$ cat config.mk
export PLATFORM = sky130hd
export DESIGN_NAME = priority_job_scheduler_core
export DESIGN_NICKNAME = d
export VERILOG_FILES = /design/src/hdl/pjs_pkg.sv /design/src/hdl/pjs_cmd_fifo.sv /design/src/hdl/pjs_exec.sv /design/src/hdl/priority_job_scheduler_core.sv
export SDC_FILE = /design/constraint.sdc
export NUM_CORES = 2
export LEC_CHECK = 0
export BUFFER_PORTS_ARGS = -buffer_cell sky130_fd_sc_hd__buf_4
export CAP_MARGIN = 20
export CORE_MARGIN = 8
export CORE_UTILIZATION = 38
export CTS_BUF_LIST = sky130_fd_sc_hd__clkbuf_16
export DETAILED_ROUTE_END_ITERATION = 6
export GPL_ROUTABILITY_DRIVEN = 0
export HOLD_SLACK_MARGIN = 0.12
export PLACE_DENSITY_LB_ADDON = 0.25
export SLEW_MARGIN = 20
export SYNTH_ARGS = -nofsm -noshare
export SYNTH_HDL_FRONTEND = slang
export SYNTH_SLANG_ARGS = --single-unit
$ cat constraint.sdc
create_clock -name clk -period 13.6 [get_ports clk]
set_input_delay 2.72 -clock clk [delete_from_list [all_inputs] [get_ports clk]]
set_output_delay 2.72 -clock clk [all_outputs]
set_load 0.05 [all_outputs]
$ cat src/hdl/pjs_pkg.sv
// Shared types and constants for the priority job scheduler.
// No dependencies.
package pjs_pkg;

    typedef enum logic [2:0] {
        OP_SUBMIT     = 3'd0,
        OP_SUBMIT_REC = 3'd1,
        OP_DISPATCH   = 3'd2,
        OP_ACK        = 3'd3,
        OP_CANCEL     = 3'd4,
        OP_RESCHED    = 3'd5
    } op_t;

    localparam logic [15:0] TIMEOUT_RESET = 16'd30;
    localparam int          OP_W          = 3;
    localparam int          SLOT_W        = 4;
    localparam int          PRIO_W        = 16;
    localparam int          TIME_W        = 32;

    // One queued command, passed from the front end to the execution unit.
    typedef struct packed {
        logic [OP_W-1:0]   op;
        logic [SLOT_W-1:0] slot;
        logic [PRIO_W-1:0] prio;
        logic [TIME_W-1:0] tval;
        logic [TIME_W-1:0] period;
    } cmd_t;

    typedef struct packed {
        logic [SLOT_W-1:0] picked_slot;
        logic              picked_valid;
        logic              op_ok;
    } res_t;

endpackage

$ cat src/hdl/pjs_cmd_fifo.sv
// Two-entry command queue between the front end and the execution unit.
// Depends on pjs_pkg.
module pjs_cmd_fifo
    import pjs_pkg::*;
(
    input  logic clk,
    input  logic rst_n,
    input  logic in_valid,
    output logic in_ready,
    input  cmd_t in_cmd,
    output logic out_valid,
    input  logic out_ready,
    output cmd_t out_cmd
);
    cmd_t       mem_reg [2];
    logic       wptr_reg;
    logic       rptr_reg;
    logic [1:0] count_reg;
    logic       push;
    logic       pop;

    assign in_ready  = (count_reg != 2'd2);
    assign out_valid = (count_reg != 2'd0);
    assign out_cmd   = mem_reg[rptr_reg];
    assign push      = in_valid && in_ready;
    assign pop       = out_valid && out_ready;

    always_ff @(posedge clk)
    begin
        if (push)
        begin
            mem_reg[wptr_reg] <= in_cmd;
        end
    end

    always_ff @(posedge clk or negedge rst_n)
    begin
        if (!rst_n)
        begin
            wptr_reg  <= 1'b0;
            rptr_reg  <= 1'b0;
            count_reg <= 2'd0;
        end
        else
        begin
            if (push)
            begin
                wptr_reg <= ~wptr_reg;
            end
            if (pop)
            begin
                rptr_reg <= ~rptr_reg;
            end
            if (push && !pop)
            begin
                count_reg <= count_reg + 2'd1;
            end
            else if (pop && !push)
            begin
                count_reg <= count_reg - 2'd1;
            end
        end
    end
endmodule

$ cat src/hdl/pjs_exec.sv
// Execution unit: slot table, sequential dispatch scan and result register.
// Depends on pjs_pkg.
module pjs_exec
    import pjs_pkg::*;
#(
    parameter int SLOTS = 16
)
(
    input  logic        clk,
    input  logic        rst_n,
    input  logic        cmd_valid,
    output logic        cmd_ready,
    input  cmd_t        cmd,
    input  logic [15:0] stuck_timeout,
    output logic        res_valid,
    input  logic        res_ready,
    output res_t        res
);
    localparam int IDX_W = (SLOTS > 1) ? $clog2(SLOTS) : 1;
    localparam int CNT_W = $clog2(SLOTS + 1);

    typedef enum logic [1:0] {
        ST_IDLE,
        ST_SCAN,
        ST_PICK
    } state_t;

    state_t                   state_reg;
    logic [SLOTS-1:0]         present_reg;
    logic [SLOTS-1:0]         running_reg;
    logic [SLOTS-1:0]         recurring_reg;
    logic signed [PRIO_W-1:0] prio_reg   [SLOTS];
    logic [TIME_W-1:0]        due_reg    [SLOTS];
    logic [TIME_W-1:0]        period_reg [SLOTS];

    logic [CNT_W-1:0]         idx_reg;
    logic [TIME_W-1:0]        now_reg;
    logic                     best_valid_reg;
    logic [IDX_W-1:0]         best_idx_reg;
    logic signed [PRIO_W-1:0] best_prio_reg;
    logic [TIME_W-1:0]        best_due_reg;
    logic                     res_valid_reg;
    res_t                     res_reg;

    logic [IDX_W-1:0]         cur;
    logic                     stuck;
    logic                     idle_now;
    logic                     better;
    logic                     slot_in_range;
    logic [IDX_W-1:0]         cmd_idx;
    logic                     cmd_ok;
    logic                     accept;

    assign cur       = idx_reg[IDX_W-1:0];
    assign cmd_ready = (state_reg == ST_IDLE) && !res_valid_reg;
    assign accept    = cmd_valid && cmd_ready;
    assign res_valid = res_valid_reg;
    assign res       = res_reg;

    // Slot ids outside the table are ignored; the field may be wider or narrower.
    always_comb
    begin
        slot_in_range = ({28'd0, cmd.slot} < 32'(SLOTS));
        cmd_idx       = IDX_W'(cmd.slot);
        cmd_ok        = slot_in_range && (cmd.op == OP_CANCEL || cmd.op == OP_RESCHED) &&
                        present_reg[cmd_idx];
    end

    // Per-slot step of the scan: release a stuck job, then compare as a candidate.
    always_comb
    begin
        stuck = present_reg[cur] && running_reg[cur] &&
                (({1'b0, due_reg[cur]} + {17'd0, stuck_timeout}) < {1'b0, now_reg});
        idle_now = present_reg[cur] && (!running_reg[cur] || stuck) &&
                   (due_reg[cur] <= now_reg);
        better = !best_valid_reg || (prio_reg[cur] > best_prio_reg) ||
                 ((prio_reg[cur] == best_prio_reg) && (due_reg[cur] < best_due_reg));
    end

    always_ff @(posedge clk)
    begin
        if (accept && slot_in_range &&
            (cmd.op == OP_SUBMIT || cmd.op == OP_SUBMIT_REC))
        begin
            prio_reg[cmd_idx]   <= cmd.prio;
            due_reg[cmd_idx]    <= cmd.tval;
            period_reg[cmd_idx] <= (cmd.op == OP_SUBMIT_REC) ? cmd.period : '0;
        end
        else if (accept && slot_in_range && cmd.op == OP_RESCHED && present_reg[cmd_idx])
        begin
            due_reg[cmd_idx] <= cmd.tval;
        end
        else if (accept && slot_in_range && cmd.op == OP_ACK &&
                 present_reg[cmd_idx] && running_reg[cmd_idx] && recurring_reg[cmd_idx])
        begin
            due_reg[cmd_idx] <= due_reg[cmd_idx] + period_reg[cmd_idx];
        end
        else if (state_reg == ST_PICK && best_valid_reg)
        begin
            due_reg[best_idx_reg] <= now_reg;
        end
        if (state_reg == ST_SCAN && idle_now && better)
        begin
            best_idx_reg  <= cur;
            best_prio_reg <= prio_reg[cur];
            best_due_reg  <= due_reg[cur];
        end
        if (accept)
        begin
            now_reg <= cmd.tval;
        end
    end

    always_ff @(posedge clk or negedge rst_n)
    begin
        if (!rst_n)
        begin
            state_reg      <= ST_IDLE;
            present_reg    <= '0;
            running_reg    <= '0;
            recurring_reg  <= '0;
            idx_reg        <= '0;
            best_valid_reg <= 1'b0;
            res_valid_reg  <= 1'b0;
            res_reg        <= '0;
        end
        else
        begin
            if (res_valid_reg && res_ready)
            begin
                res_valid_reg <= 1'b0;
            end
            case (state_reg)
                ST_IDLE:
                begin
                    if (accept)
                    begin
                        if (cmd.op == OP_DISPATCH)
                        begin
                            idx_reg        <= '0;
                            best_valid_reg <= 1'b0;
                            state_reg      <= ST_SCAN;
                        end
                        else
                        begin
                            res_valid_reg <= 1'b1;
                            res_reg       <= {SLOT_W'(0), 1'b0, cmd_ok};
                            if (slot_in_range)
                            begin
                                case (cmd.op)
                                    OP_SUBMIT, OP_SUBMIT_REC:
                                    begin
                                        present_reg[cmd_idx]   <= 1'b1;
                                        running_reg[cmd_idx]   <= 1'b0;
                                        recurring_reg[cmd_idx] <= (cmd.op == OP_SUBMIT_REC);
                                    end
                                    OP_ACK:
                                    begin
                                        if (present_reg[cmd_idx] && running_reg[cmd_idx])
                                        begin
                                            running_reg[cmd_idx] <= 1'b0;
                                            if (!recurring_reg[cmd_idx])
                                            begin
                                                present_reg[cmd_idx] <= 1'b0;
                                            end
                                        end
                                    end
                                    OP_CANCEL:
                                    begin
                                        if (present_reg[cmd_idx])
                                        begin
                                            present_reg[cmd_idx] <= 1'b0;
                                            running_reg[cmd_idx] <= 1'b0;
                                        end
                                    end
                                    default:
                                    begin
                                    end
                                endcase
                            end
                        end
                    end
                end
                ST_SCAN:
                begin
                    if (stuck)
                    begin
                        running_reg[cur] <= 1'b0;
                    end
                    if (idle_now && better)
                    begin
                        best_valid_reg <= 1'b1;
                    end
                    if (idx_reg == CNT_W'(SLOTS - 1))
                    begin
                        state_reg <= ST_PICK;
                    end
                    idx_reg <= idx_reg + CNT_W'(1);
                end
                ST_PICK:
                begin
                    if (best_valid_reg)
                    begin
                        running_reg[best_idx_reg] <= 1'b1;
                    end
                    // An empty pick reports slot zero.
                    res_reg       <= {best_valid_reg ? SLOT_W'(best_idx_reg) : SLOT_W'(0),
                                      best_valid_reg, 1'b0};
                    res_valid_reg <= 1'b1;
                    state_reg     <= ST_IDLE;
                end
                default:
                begin
                    state_reg <= ST_IDLE;
                end
            endcase
        end
    end
endmodule

$ cat src/hdl/priority_job_scheduler_core.sv
// Priority job scheduler: a table of job slots served by a single dispatch scanner.
// A submit, acknowledge, cancel or reschedule passes through the command queue and
// is answered from the result register; a dispatch scans the table one slot a cycle
// to release stuck jobs and pick the winner. A two-entry command queue lets the
// input side keep taking transfers while a scan runs, until the queue is full.
// Top level; depends on pjs_pkg, pjs_cmd_fifo and pjs_exec.
module priority_job_scheduler_core
    import pjs_pkg::*;
#(
    parameter int SLOTS = 16
)
(
    input  logic        clk,
    input  logic        rst_n,
    input  logic        s_tvalid,
    output logic        s_tready,
    // operation[2:0], job_slot[6:3], job_priority[22:7], time_value[54:23],
    // repeat_period[86:55], zero fill to 88 bits
    input  logic [87:0] s_tdata,
    output logic        m_tvalid,
    input  logic        m_tready,
    // picked_slot[3:0], picked_valid[4], op_ok[5], zero fill to 8 bits
    output logic [7:0]  m_tdata,
    input  logic        psel,
    input  logic        penable,
    input  logic        pwrite,
    input  logic [1:0]  paddr,
    input  logic [31:0] pwdata,
    output logic [31:0] prdata,
    output logic        pready
);
    logic [15:0] timeout_reg;
    cmd_t        in_cmd;
    cmd_t        q_cmd;
    logic        q_valid;
    logic        q_ready;
    res_t        res;

    assign pready = 1'b1;
    assign prdata = (paddr == 2'd0) ? {16'd0, timeout_reg} : 32'd0;

    always_ff @(posedge clk or negedge rst_n)
    begin
        if (!rst_n)
        begin
            timeout_reg <= TIMEOUT_RESET;
        end
        else if (psel && penable && pwrite && paddr == 2'd0)
        begin
            timeout_reg <= pwdata[15:0];
        end
    end

    assign in_cmd.op     = s_tdata[2:0];
    assign in_cmd.slot   = s_tdata[6:3];
    assign in_cmd.prio   = s_tdata[22:7];
    assign in_cmd.tval   = s_tdata[54:23];
    assign in_cmd.period = s_tdata[86:55];

    pjs_cmd_fifo u_fifo (
        .clk       (clk),
        .rst_n     (rst_n),
        .in_valid  (s_tvalid),
        .in_ready  (s_tready),
        .in_cmd    (in_cmd),
        .out_valid (q_valid),
        .out_ready (q_ready),
        .out_cmd   (q_cmd)
    );

    pjs_exec #(.SLOTS(SLOTS)) u_exec (
        .clk           (clk),
        .rst_n         (rst_n),
        .cmd_valid     (q_valid),
        .cmd_ready     (q_ready),
        .cmd           (q_cmd),
        .stuck_timeout (timeout_reg),
        .res_valid     (m_tvalid),
        .res_ready     (m_tready),
        .res           (res)
    );

    assign m_tdata = {2'b00, res.op_ok, res.picked_valid, res.picked_slot};

`ifndef SYNTHESIS
    a_pick_only_dispatch: assert property (@(posedge clk) disable iff (!rst_n)
        m_tvalid |-> !(m_tdata[4] && m_tdata[5]))
        else $error("dispatch result carries op_ok");
    a_no_take_when_full: assert property (@(posedge clk) disable iff (!rst_n)
        (q_valid && !q_ready && s_tvalid && s_tready) |=> q_valid)
        else $error("command queue lost an entry");
`endif
endmodule

==> flow_metrics.env <==
export IMPL_run_status="completed"
export IMPL_worst_setup_path_end_kind="flop"
export IMPL_finalClockSkew_ps=49.9
export IMPL_cp_max_fo=60
export IMPL_coreArea_sq_mm=0.187
export IMPL_min_period_over_period_pct=65.0
export IMPL_die_area_sq_mm=0.202
export IMPL_worst_ep_arrival_time_ps=9510
export IMPL_antenna_found_initial=10
export IMPL_postPlaceCellArea_sq_mm=0.0757
export IMPL_hold_path_depth=2
export IMPL_crit_chain="buf_4 > mux4_2 > mux4_2 > ha_1 > inv_1 > o21ai_0 > a2111oi_0 > o31ai_1 > a31oi_1 > o21ai_0 > buf_4 > and3_1 > nand3_1 > xnor2_1 > ha_1 > nand4_1 > nor2_1 > a221oi_1 > nand4_1 > a211oi_1 > o31ai_2 > a211o_1 > nor2_4 > a2bb2oi_1"
export IMPL_start_kind="flop"
export IMPL_finalNetCount=4421
export IMPL_postLayoutCoreUtil_pct=43.5
export IMPL_clock_tree_root_cell="clkbuf_16"
export IMPL_drive_above_1_share_pct=27.4
export IMPL_via_count_of_the_first_global_routing_pass=39600
export IMPL_synth_warnings=0
export IMPL_detail_route_wl_per_cell_um=28.6
export IMPL_postSynthRegisterBits=1621
export IMPL_timing_reg2reg_worst_path_depth=24
export IMPL_postLayoutSetupSlackWorst_ps=4760
export IMPL_post_route_drc_count=0
export IMPL_req_time_crit_path_ps=14270
export IMPL_sequential_area_share_after_synthesis_pct=67.6
export IMPL_count_of_final_max_slew_check_failures=0
export IMPL_drv_max_cap_violation_count=0
export IMPL_insertion_delay_ps=820
export IMPL_drt_pass1_iter_count=7
export IMPL_cp_num_buf_inv=3
export IMPL_synth_top_flop_cell="edfxtp_1"
export IMPL_finalSetupViolCount=0
export IMPL_clock_path_buffers=3
export IMPL_post_dp_hpwl_mm=112
export IMPL_worst_path_largest_cell_delay_ps=1150
export IMPL_worst_voltage_drop_across_the_vdd_grid_mv=0.152
export IMPL_drt_initial_drc_count=3823
export IMPL_critical_path_slowest_cell="dfrtp_4"
export IMPL_synthesis_area_per_instance_sq_um=18.2
export IMPL_io_pins=172
export IMPL_worstHoldStart="u_exec.recurring_reg[14]$_DFFE_PN0P_"
export IMPL_share_of_synthesized_registers_carrying_an_async_set_or_reset_pct=5.12
export IMPL_floorplan_initialDensity_pct=38.1
export IMPL_r2r_start="u_exec.idx_reg[1]$_DFFE_PN0P_"
export IMPL_power_per_cell_area_mw_per_mm2=226
export IMPL_netlist_top_cells_area="edfxtp_1 65%, mux4_2 16%, ha_1 2.9%"
export IMPL_post_cts_hold_buffer_count=0
export IMPL_critical_path_startpoint="u_exec.idx_reg[1]$_DFFE_PN0P_"
export IMPL_crit_type="reg -> reg"
export IMPL_worst_slew_pin_transition_ps=1140
export IMPL_synth_top_area_cell="edfxtp_1"
export IMPL_critical_path_reg2reg_endpoint="u_exec.running_reg[6]$_DFFE_PN0P_"
export IMPL_rsz0062_at_grt="false"
export IMPL_total_congestion_overflow=0
export IMPL_cts_sink_count=1621
export IMPL_r2r_setup_slack_ps=4760
export IMPL_cp_delay_by_family_top="compound AO/OA/AOI/OAI gates"
export IMPL_clkTransAtPathRegs_ps=60
export IMPL_cts_repair_resize_count=0
export IMPL_vias_per_cell=5.75
export IMPL_track_usage_pct=18.6
export IMPL_max_freq_mhz=113
export IMPL_fin_total_pwr_mw=18.5
export IMPL_std_cell_rows=159
export IMPL_pre_cts_slack_ps=4850
export IMPL_leakage_nw=27.3
export IMPL_max_slew_margin_rel_pct=24.1
export IMPL_port_buffer_count=135
export IMPL_worstHoldPathType="reg -> reg"
export IMPL_hold_viol_final=0
export IMPL_final_min_clock_period_ps=8840
export IMPL_cts_made_buffers=176
export IMPL_syn_instance_count=3913
export IMPL_post_cts_buffers=0
export IMPL_totalWireLength_mm=194
export IMPL_floorplan_die_height_um=449
export IMPL_synth_edff_count=1538
export IMPL_htreeDepth=4
export IMPL_netlist_area_leader_share_pct=64.7
export IMPL_detail_route_antenna_nets=0
export IMPL_cts_tree="built"
export IMPL_totalNegativeSetupSlack_ps=0
export IMPL_whs_endpoint="u_exec.recurring_reg[14]$_DFFE_PN0P_"
export IMPL_die_w_um=449
export IMPL_final_design_area_no_fill_sq_mm=0.0815
export IMPL_synthDistinctLibCells=82
export IMPL_num_vias=38900
export IMPL_grt_pass1_wl_mm=279
export IMPL_area_growth_pct=14.2
export IMPL_synth_area_sq_mm=0.0714
export IMPL_grt_max_degree=111
worst max-delay path by stage:
stage	slack (ps)	endpoint	depth (start not counted)
finish	4760	u_exec.running_reg[6]$_DFFE_PN0P_	24
floorplan	2810	u_exec.best_due_reg[0]$_DFFE_PP_	25
global placement	4920	u_exec.running_reg[0]$_DFFE_PN0P_	24
detailed placement	4850	u_exec.running_reg[6]$_DFFE_PN0P_	24
CTS	4810	u_exec.running_reg[6]$_DFFE_PN0P_	24
global route	4210	u_exec.running_reg[6]$_DFFE_PN0P_	24
report_power, final:
group,leakage [nW],switching (mW),total [mW],internal [mW]
combinational,9.24,4.35,7.11,2.76
clock,2.94,2.03,4.72,2.69
sequential,15.1,0.269,6.63,6.36
total,27.3,6.64,18.5,11.8
final cells by class:
cell class / count / area (sq um)
clock inverter: 150 / 1340
inverter: 118 / 444
multi-input combinational: 1968 / 22000
clock buffer: 178 / 4450
antenna: 2 / 5.00
tap: 2495 / 3120
fill: 16100 / 106000
timing repair buffer: 239 / 1830
sequential: 1621 / 48300
worst register-to-register path, cell delays in order, from the launching register on:
cell and delay, ps:
dfrtp_4 1150, buf_4 960, mux4_2 470, mux4_2 550, ha_1 340, inv_1 80
o21ai_0 130, a2111oi_0 760, o31ai_1 250, a31oi_1 320, o21ai_0 150, buf_4 190
and3_1 250, nand3_1 130, xnor2_1 90, ha_1 330, nand4_1 110, nor2_1 70
a221oi_1 260, nand4_1 270, a211oi_1 320, o31ai_2 280, a211o_1 670, nor2_4 440
a2bb2oi_1 140
per-stage QoR:
step | instances | hold slack (ps)
detailed placement | 6439 | 479
floorplan | 3930 | 423
CTS | 6767 | 492
finish | 6771 | 486
global route | 6770 | 505
global placement | 6439 | 466
cell usage after synthesis, drive strengths merged, types with 8 or more instances:
library cell and n:
edfxtp 1538, mux4 494, nor2 170, ha 166, nand2 136, inv 118
buf 115, clkbuf 108, a21oi 96, mux2 93, a22oi 88, dfrtp 79
o21ai 78, o22ai 74, a21o 55, mux2i 49, nand3 38, nor3 37
nand4 32, xnor2 32, and2 26, xor2 23, a211oi 22, nor2b 20
nand2b 17, a21boi 16, a2bb2oi 16, o32ai 15, o21a 14, and3 13
a221oi 11, nor4 9, a31oi 8
placed cells by master, fill, tap and decap left out, drive strengths merged, types with 16 or more instances in the layout:
cell	count
and2	26
a2bb2oi	16
edfxtp	1538
o22ai	74
conb	19
o21ai	78
a21boi	16
buf	237
mux2i	49
nand4	32
xnor2	32
mux4	494
a21o	55
a22oi	88
clkbuf	180
dfrtp	79
nand2b	17
nand3	38
nor2	170
a21oi	96
nor2b	20
clkinv	85
xor2	23
nand2	136
inv	158
ha	166
nor3	37
mux2	93
a211oi	22
cell families after synthesis:
| logic type | share of synthesized area, % |
|---|---|
| DFF | 67.6 |
| muxes | 17.8 |
| AOI/OAI and AO/OA | 5.35 |
| and+or+nand+nor | 3.56 |
| buffers and inverters | 2.05 |
| adders and majority gates | 2.97 |
| xor gates and xnor gates | 0.675 |
| other | 0.0105 |
metal layers:
metal	global-route usage, %	share of wire, %
met1	25.0	42
met4	5.74	2.9
met3	4.72	7.9
met5	0	0
met2	30.0	48
(Power assumes the default switching activity.)
